### config.mk
export PLATFORM = sky130hd
export DESIGN_NAME = dorts_refresh
export DESIGN_NICKNAME = d
export VERILOG_FILES = /design/src/rtl/dorts_pkg.sv /design/src/rtl/dorts_refresh.sv
export SDC_FILE = /design/constraint.sdc
export NUM_CORES = 1
export LEC_CHECK = 0
export ABC_CLOCK_PERIOD_IN_PS = 3400
export BUFFER_PORTS_ARGS = -buffer_cell sky130_fd_sc_hd__buf_4
export CORE_UTILIZATION = 40
export DETAILED_ROUTE_END_ITERATION = 10
export PLACE_DENSITY = 0.62
export SYNTH_ARGS = -nofsm -noshare
export SYNTH_HDL_FRONTEND = slang
export SYNTH_SLANG_ARGS = --single-unit
### constraint.sdc
create_clock -name clk -period 3.4 [get_ports clk]
set_input_delay 0.34 -clock clk [delete_from_list [all_inputs] [get_ports clk]]
set_output_delay 0.34 -clock clk [all_outputs]
set_load 0.02 [all_outputs]
### src/rtl/dorts_pkg.sv
`timescale 1ns / 1ps
// ----------------------------------------------------------------------------
// DRAM open-row timing store package
// Shared types, register indexes and constants for the word store, its
// open-row latency logic and the refresh phase counter.
// ----------------------------------------------------------------------------
package dorts_pkg;

	localparam int WORD_ADDR_BITS_DEF = 16;
	localparam int COLUMN_BITS_DEF    = 8;
	localparam int BYTE_ADDR_W        = 18;
	localparam int DATA_W             = 32;
	localparam int DELAY_W            = 16;
	localparam int LAT_W              = 8;
	localparam int PHASE_W            = 16;
	localparam int CFG_INDEX_W        = 3;
	localparam int CFG_DATA_W         = 16;

	typedef enum logic [1:0] {
		MODE_TICK  = 2'd0,
		MODE_READ  = 2'd1,
		MODE_WRITE = 2'd2
	} mode_t;

	typedef enum logic [1:0] {
		ST_TICK      = 2'd0,
		ST_READ      = 2'd1,
		ST_WRITE     = 2'd2,
		ST_POSTPONED = 2'd3
	} status_t;

	typedef enum logic [CFG_INDEX_W-1:0] {
		REG_OPEN_ROW_MODE     = 3'd0,
		REG_CAS_LATENCY       = 3'd1,
		REG_RAS_TO_CAS_DELAY  = 3'd2,
		REG_PRECHARGE_TIME    = 3'd3,
		REG_REFRESH_ENABLE    = 3'd4,
		REG_REFRESH_INTERVAL  = 3'd5,
		REG_REFRESH_DURATION  = 3'd6
	} cfg_reg_t;

	typedef struct packed {
		mode_t                  mode;
		logic [BYTE_ADDR_W-1:0] byte_address;
		logic [DATA_W-1:0]      write_word;
	} item_t;

	typedef struct packed {
		status_t              status;
		logic [DATA_W-1:0]    read_word;
		logic [DELAY_W-1:0]   delay_ticks;
		logic                 in_refresh;
	} result_t;

	typedef struct packed {
		logic               enable;
		logic [PHASE_W-1:0] interval;
		logic [PHASE_W-1:0] duration;
	} refresh_cfg_t;

	typedef struct packed {
		logic               active;
		logic               active_next;
		logic [PHASE_W-1:0] remaining;
	} refresh_stat_t;

endpackage

### src/rtl/dorts_refresh.sv
`timescale 1ns / 1ps
// ----------------------------------------------------------------------------
// Refresh phase counter
// Alternates idle and refresh phases on tick beats and reports the
// remaining length of the current phase.
// ----------------------------------------------------------------------------
module dorts_refresh
	import dorts_pkg::*;
(
	input  logic          clk,
	input  logic          arst_n,
	input  logic          tick,
	input  logic          clear,
	input  refresh_cfg_t  cfg,
	output refresh_stat_t stat
);

	logic               active_q;
	logic [PHASE_W-1:0] phase_q;
	logic [PHASE_W-1:0] len_raw;
	logic [PHASE_W-1:0] len;
	logic [PHASE_W-1:0] phase_inc;
	logic               wrap;
	logic               advance;

	always_comb begin
		len_raw   = active_q ? cfg.duration : cfg.interval;
		len       = (len_raw == '0) ? PHASE_W'(1) : len_raw;
		phase_inc = phase_q + PHASE_W'(1);
		wrap      = (phase_inc >= len);
		advance   = tick && cfg.enable;

		stat.active      = active_q;
		stat.active_next = (advance && wrap) ? !active_q : active_q;
		stat.remaining   = (len > phase_q) ? (len - phase_q) : '0;
	end

	always_ff @(posedge clk or negedge arst_n) begin
		if (!arst_n) begin
			active_q <= 1'b0;
			phase_q  <= '0;
		end else if (clear) begin
			active_q <= 1'b0;
			phase_q  <= '0;
		end else if (advance) begin
			if (wrap) begin
				active_q <= !active_q;
				phase_q  <= '0;
			end else begin
				phase_q <= phase_inc;
			end
		end
	end

`ifndef SYNTHESIS
	a_clear_idles: assert property (@(posedge clk) disable iff (!arst_n)
		clear |=> (!active_q && phase_q == '0))
		else $error("refresh state not cleared");

	a_disabled_holds: assert property (@(posedge clk) disable iff (!arst_n)
		!cfg.enable |-> (stat.active_next == active_q))
		else $error("phase flipped while refresh disabled");

	a_count_up: assert property (@(posedge clk) disable iff (!arst_n)
		(advance && !wrap && !clear) |=> (phase_q == $past(phase_inc)))
		else $error("phase counter did not advance");
`endif

endmodule

==> results by group, run 1 <==
Route
  – Final WL: 7900 microns
  – Vias: 2852
  – DRC viols: 0
  – ANT nets after route: 0
  – DRT iter0 DRCs: 118
  – Vias/cell: 5.52
  – Routed len/inst: 15.3 microns
  – 1st-pass router iterations: 4

Setup path
  – Cell breakdown of the critical path: buf_12 > mux2i_4 > nand4_1 > nor4_4 > a211o_1 > inv_2 > ha_4 > inv_2 > fa_2 > a211oi_2 > o21ai_2 > a21oi_2 > o41ai_4 > buf_4 > o41ai_4 > buf_4 > nor3_2 > buf_4
  – CP Max Fanout: 8
  – CP max stage delay: 0.42 ns
  – Cell family with the largest share of critical-path delay: compound AO/OA/AOI/OAI gates
  – CP startpoint: active_q$_DFFE_PN0P_
  – R2R Path Start: active_q$_DFFE_PN0P_
  – Worst R2R Setup Slack: 0.14 ns
  – CP Capture Type: output pin
  – WP data arrival: 3.63 ns
  – Crit path buf inv count: 6
  – Worst R2R End: active_q$_DFFE_PN0P_
  – Slowest cell on the critical path: dfrtp_2
  – Worst Setup EP: stat[4]
  – Crit path top cell by count: buf_4
  – CP required: 3.06 ns
  – Kind of critical path: reg2out
  – WP depth: 18
  – R2r worst-path depth: 15
  – CP startpoint kind: register

Finish
  – Most frequent cells in the layout: 101 x buf_4, 40 x inv_1, 31 x ha_1
  – Multi-input gate area: 2270 sq um
  – Layout area overhead: 55.2%
  – Final Non-Filler Cells: 517
  – Final net count: 514
  – Register area: 427 sq um
  – Final Cell Area: 3940 sq um
  – Commonest non-fill, non-tap cell in the layout: buf_4
  – Layout cells sized above 1: 0.389
  – Fill count: 503
  – N_diodes: 0

Synthesis
  – Ys Warns: 0
  – Synth Area per Inst: 7.69 sq um
  – Netlist cell types: 45
  – Number of synthesized flops with an enable pin: 0
  – Mapped Cells: 330
  – Synth Flop Type: dfrtp_1
  – Synth Cell Area: 2540 sq um
  – Net count after synthesis: 401
  – Synth async-reset ratio: 1.00
  – #FFs+latches synth: 17
  – Seq/Total Area, Yosys: 0.168

Clock tree
  – Clk slew on worst S/H paths: 0.07 ns
  – TritonCTS Buffers: 3
  – Sink Count: 17
  – Root Buffer: clkbuf_8
  – H-tree levels: 1
  – Worst-case clock buffer depth: 2
  – Clock latency on the worst-skew pair: 0.25 ns
  – CTS tree: built

Timing
  – RSZ-0062 raised after global routing: true
  – Setup ws final: -0.569 ns
  – Worst-Margin Slew: 0.607 ns
  – Tcrit/Tclk final: 1.17
  – Setup-failing EPs final: 17
  – Final Hold Viols: 0
  – Max Slew Vio Count: 0
  – Tmin final: 3.97 ns
  – Max_slew headroom: 0.594
  – Max frequency: 0.252 GHz
  – Final setup TNS: -8.27 ns
  – Clock skew: 0.00105 ns

Floorplanning
  – Core area: 6030 sq um
  – FP Rows: 28
  – Initial Util: 0.421
  – IO Pins: 55
  – Die X: 81.7 microns
  – Die Ht: 81.7 microns
  – Die footprint: 6670 sq um

Placement
  – Port bufs: 54
  – Placed cell count: 493
  – Dpl cell area: 3460 sq um
  – GPL Wtd Cong: 0.879
  – Hpwl dp: 6010 microns
  – Pre-CTS setup slack: -0.665 ns

Power
  – Leakage: 1.84 nW
  – Worst vdd ir: 0.127 mV
  – Pwr Total: 761 uW
  – Pwr per Cell Area: 193 nW/um^2

Status
  – Status: finished, violations left
  – Failing checks: negative setup slack

GRT
  – First-pass GRT wire length: 12700 microns
  – Vias in the first global route: 2827
  – Congestion Overflow GR: 0
  – Initial antenna violation count: 0
  – Largest net degree at the start of global routing: 28
  – Total track usage: 0.246

Run
  – Max capacitance violation total: 0

Min path
  – Hold WC Path Type: in2reg
## sequential cells by signal, indices dropped and copies added, names as in the netlist
| name | count |
|---|---|
| phase_q | 16 |
| active_q | 1 |
## metal layers
metal / wire [microns] / track usage / vias to the layer above / part of all wire
met2: 4050 / 0.453 / 80 / 0.51
met3: 339 / 0.0411 / 14 / 0.043
met4: 127 / 0.0684 / 0 / 0.016
met1: 3380 / 0.291 / 1337 / 0.43
li1: - / - / 1421 / -
met5: 0 / 0 / - / 0
## synth_stat cells, types with 2 or more instances
master	number	area [sq um]
a31oi_1	4	25.0
nand3b_1	2	15.0
nand2_1	15	56.3
mux2i_1	16	160
a22o_1	4	35.0
inv_1	42	158
nor2_1	25	93.8
nor2b_1	3	18.8
a211oi_1	5	37.5
dfrtp_1	17	425
nor4_1	3	18.8
and3_1	6	37.5
nand4_1	14	87.6
mux2_2	2	22.5
nand2b_1	2	12.5
nand3_1	19	95.1
a21o_1	5	37.5
xor2_1	6	52.6
o21bai_1	2	15.0
o21ai_1	2	10.0
a211o_1	3	26.3
o211a_1	2	20.0
a21oi_1	31	155
o41ai_2	2	32.5
o31ai_1	2	15.0
buf_6	2	22.5
o21ai_0	19	95.1
ha_1	33	413
xnor2_1	18	158
buf_2	4	20.0
clkbuf_1	2	7.51
nor3_1	5	25.0
## what timing repair did
item	4_1_cts	5_1_grt
hold endpoints to repair	17	0
pin swaps	13	16
setup endpoints to repair	27	30
hold buffers	1	0
resized for setup	35	18
buffers inserted	11	7
cloned	1	0
## worst reg2reg max path, stage by stage, from the launching register on
cell	delay (ns)
dfrtp_2	0.42
buf_12	0.18
mux2i_4	0.26
nand4_1	0.19
nor4_4	0.32
a211o_1	0.19
buf_4	0.13
ha_4	0.13
nand2b_4	0.12
a31oi_4	0.09
o31ai_4	0.28
a21oi_1	0.10
nor2_1	0.17
buf_4	0.13
buf_4	0.09
mux2_2	0.33
## report_power, final
group          internal [mW]  switching [mW]  total (mW)
Combinational          0.198           0.202       0.399
Sequential             0.203         0.00180       0.205
Clock                 0.0833          0.0727       0.156
Total                  0.485           0.276       0.761
## logic make-up (layout without fill, tap and decap cells)
family,count (synthesis),count (layout),synth area share
AO/OA/AOI/OAI,88,89,0.229
XOR/XNOR,24,24,0.0828
adder cells (fa/ha/maj),34,34,0.171
buffers and inverters,51,162,0.0848
flip-flops,17,17,0.168
multiplexers,18,18,0.0720
AND/OR/NAND/NOR,98,98,0.193
## metrics by stage
stage | hold WS [ns] | utilization
2_1_floorplan | 0.0444 | -
3_3_place_gp | 0.224 | 0.574
3_5_place_dp | 0.226 | 0.574
4_1_cts | 0.469 | 0.629
5_1_grt | 0.469 | 0.654
6_report | 0.476 | 0.654
## layout make-up
class,instances,area share
flip-flops and latches,17,0.108
multi-input cells,263,0.576
well taps,75,0.0238
inverters,42,0.0400
clock buffers,4,0.0114
repair buffers,116,0.240
## how the worst min path moves through the flow
stage | from | end | slack [ns] | depth (start not counted)
floorplan | arst_n | active_q$_DFFE_PN0P_ | 0.04 | 0
global placement | arst_n | phase_q[2]$_DFFE_PN0P_ | 0.22 | 1
detailed placement | arst_n | phase_q[2]$_DFFE_PN0P_ | 0.23 | 1
CTS | clear | active_q$_DFFE_PN0P_ | 0.47 | 3
global route | clear | active_q$_DFFE_PN0P_ | 0.47 | 3
finish | clear | active_q$_DFFE_PN0P_ | 0.48 | 3
No activity file was read; power rests on OpenSTA's default activity.
==> run 2: changes to the inputs <==
ABC_AREA = 1   (was unset)
PLACE_DENSITY = 0.61   (was 0.62)
==> results by group, run 2 <==
Status
  – Status: complete, no violations

Synthesis
  – Mapped Cells: 439
  – #FFs+latches synth: 17
  – Post-synth top area share: 0.152
  – Seq/Total Area, Yosys: 0.152
  – Synth Cell Area: 2800 sq um
  – Commonest cells post-synth: 111 x nand2_1, 83 x inv_1, 33 x ha_1, 30 x nand3_1, 25 x nor2_1
  – Net count after synthesis: 510
  – Synth Area per Inst: 6.37 sq um
  – Synth Flop Type: dfrtp_1
  – Synth top area cells: dfrtp_1 15%, nand2_1 15%, ha_1 15%, inv_1 11%, nand3_1 5.4%
  – Synth async-reset ratio: 1.00
  – Ys Warns: 0
  – Number of synthesized flops with an enable pin: 0
  – Area leader, netlist: dfrtp_1
  – Netlist cell types: 37
  – Top-count cell post-synth: nand2_1

Placement
  – Port bufs: 54
  – Hpwl dp: 6190 microns
  – Placed cell count: 572
  – Pre-CTS setup slack: 0.0951 ns
  – Dpl cell area: 3280 sq um
  – GPL Wtd Cong: 0.889

Finish
  – Final Non-Filler Cells: 586
  – Largest reg by FF count: phase_q
  – Fill count: 709
  – Final net count: 578
  – Commonest non-fill, non-tap cell in the layout: nand2_1
  – Final Cell Area: 3560 sq um
  – Layout cells sized above 1: 0.239
  – Largest registers: phase_q (16), active_q (1)
  – Layout area overhead: 27.1%
  – Max reg flops: 16
  – N_diodes: 0
  – Most frequent cells in the layout: 111 x nand2_1, 81 x inv_1, 53 x buf_4

Setup path
  – Kind of critical path: reg2out
  – CP startpoint: active_q$_DFFE_PN0P_
  – CP startpoint kind: register
  – CP Max Fanout: 8
  – R2R Path Start: active_q$_DFFE_PN0P_
  – WP data arrival: 2.93 ns
  – CP required: 3.06 ns
  – CP Capture Type: output pin

Run
  – Max capacitance violation total: 0

Timing
  – Tmin final: 3.27 ns
  – Max frequency: 0.305 GHz
  – Worst-Margin Slew: 0.515 ns
  – Final hold slack: 0.418 ns
  – Tcrit/Tclk final: 0.963
  – Setup-failing EPs final: 0
  – RSZ-0062 raised after global routing: true
  – Setup ws final: 0.126 ns
  – Max Slew Vio Count: 0
  – Final Hold Viols: 0
  – Max_slew headroom: 0.655
  – Clock skew: 0.00245 ns

Floorplanning
  – FP Rows: 30
  – Die footprint: 7330 sq um
  – Core area: 6760 sq um
  – Initial Util: 0.414
  – Die Ht: 85.6 microns
  – IO Pins: 55
  – Die X: 85.6 microns

GRT
  – Total track usage: 0.206
  – Global route hottest layer: met2
  – Global-route met1 utilization: 0.294
  – First-pass GRT wire length: 12200 microns
  – Largest net degree at the start of global routing: 18
  – Initial antenna violation count: 0
  – Met3 GRT Util: 0.00866
  – Congestion Overflow GR: 0
  – Met2 usage: 0.348
  – Vias in the first global route: 2689

Min path
  – Worst Min Path Start: clear
  – Hold WC Path Type: in2reg

Route
  – Vias: 2865
  – DRT iter0 DRCs: 90
  – Final WL: 7190 microns
  – ANT nets after route: 0
  – DRC viols: 0
  – 1st-pass router iterations: 4
  – Vias/cell: 4.89
  – Routed len/inst: 12.3 microns

Clock tree
  – Worst-case clock buffer depth: 2
  – TritonCTS Buffers: 3
  – H-tree levels: 1
  – Sink Count: 17
  – CTS tree: built
  – Clk slew on worst S/H paths: 0.06 ns
  – Clock latency on the worst-skew pair: 0.25 ns
  – Root Buffer: clkbuf_8

Power
  – Leakage: 1.89 nW
  – Worst vdd ir: 0.276 mV
  – Pwr per Cell Area: 238 nW/um^2
run 2: final cells by class:
class / instances / area [sq um] / share of cell area
Clock buffer: 4 / 45.0 / 0.0127
Multi-Input combinational cell: 329 / 2080 / 0.585
Tap cell: 80 / 100 / 0.0281
Timing Repair Buffer: 69 / 577 / 0.162
Sequential cell: 17 / 425 / 0.120
Inverter: 87 / 329 / 0.0925
run 2: kinds of logic after synthesis:
kind of cell | after synthesis | share of synthesized area
simple gates | 211 | 0.363
buf+inv | 94 | 0.142
fa+ha+maj | 34 | 0.155
compound gates | 65 | 0.132
flops | 17 | 0.152
xor+xnor | 18 | 0.0564
run 2: worst paths after layout:
path,end,slack (ns),cells after the start
min in group asynchronous,phase_q[15]$_DFFE_PN0P_,0.48,2
hold reg to reg,phase_q[15]$_DFFE_PN0P_,0.49,2
max in group asynchronous,phase_q[2]$_DFFE_PN0P_,2.72,2
setup reg to reg,phase_q[10]$_DFFE_PN0P_,0.48,17
hold / removal,active_q$_DFFE_PN0P_,0.42,4
setup / recovery,stat[11],0.13,18
run 2: per-stage QoR:
stage	setup TNS, ns	utilization	total power [mW]
after detailed placement	0	0.485	0.645
after global placement	0	0.485	0.643
after CTS	0	0.498	0.810
after floorplan	0	-	0.507
after global routing	-0.808	0.526	0.914
final	0	0.526	0.845
run 2: timing repair:
action                     CTS  global route
gates resized for setup      5            45
cloned                       1             0
pin swaps                    4            12
hold endpoints to repair    17             0
setup endpoints to repair   16            17
setup buffers                1             7
hold buffers                 1             0
run 2: per-layer routing:
| layer | part of all wire | wire [microns] |
|---|---|---|
| met4 | 0.013 | 91 |
| met1 | 0.50 | 3570 |
| met2 | 0.46 | 3300 |
| met5 | 0 | 0 |
| met3 | 0.031 | 225 |
run 2: power by group:
group	leakage (nW)	total (mW)	switching [mW]	internal [mW]
clock network	0.0228	0.149	0.0664	0.0831
registers	0.236	0.221	0.0112	0.210
logic	1.63	0.474	0.268	0.207
run 2: worst max-delay path, cell delays in order, from the launching register on:
cell and delay (ns):
dfrtp_1 0.42, buf_6 0.15, buf_4 0.12, o21ai_2 0.21
nand2_1 0.10, nor3_2 0.20, a21oi_2 0.09, ha_2 0.18
inv_2 0.06, fa_2 0.20, inv_2 0.04, o21ai_2 0.17
nand2_1 0.08, nand2_2 0.09, nand2_2 0.06, nand3b_4 0.15
nand2_8 0.11, nor2_1 0.12, buf_4 0.14
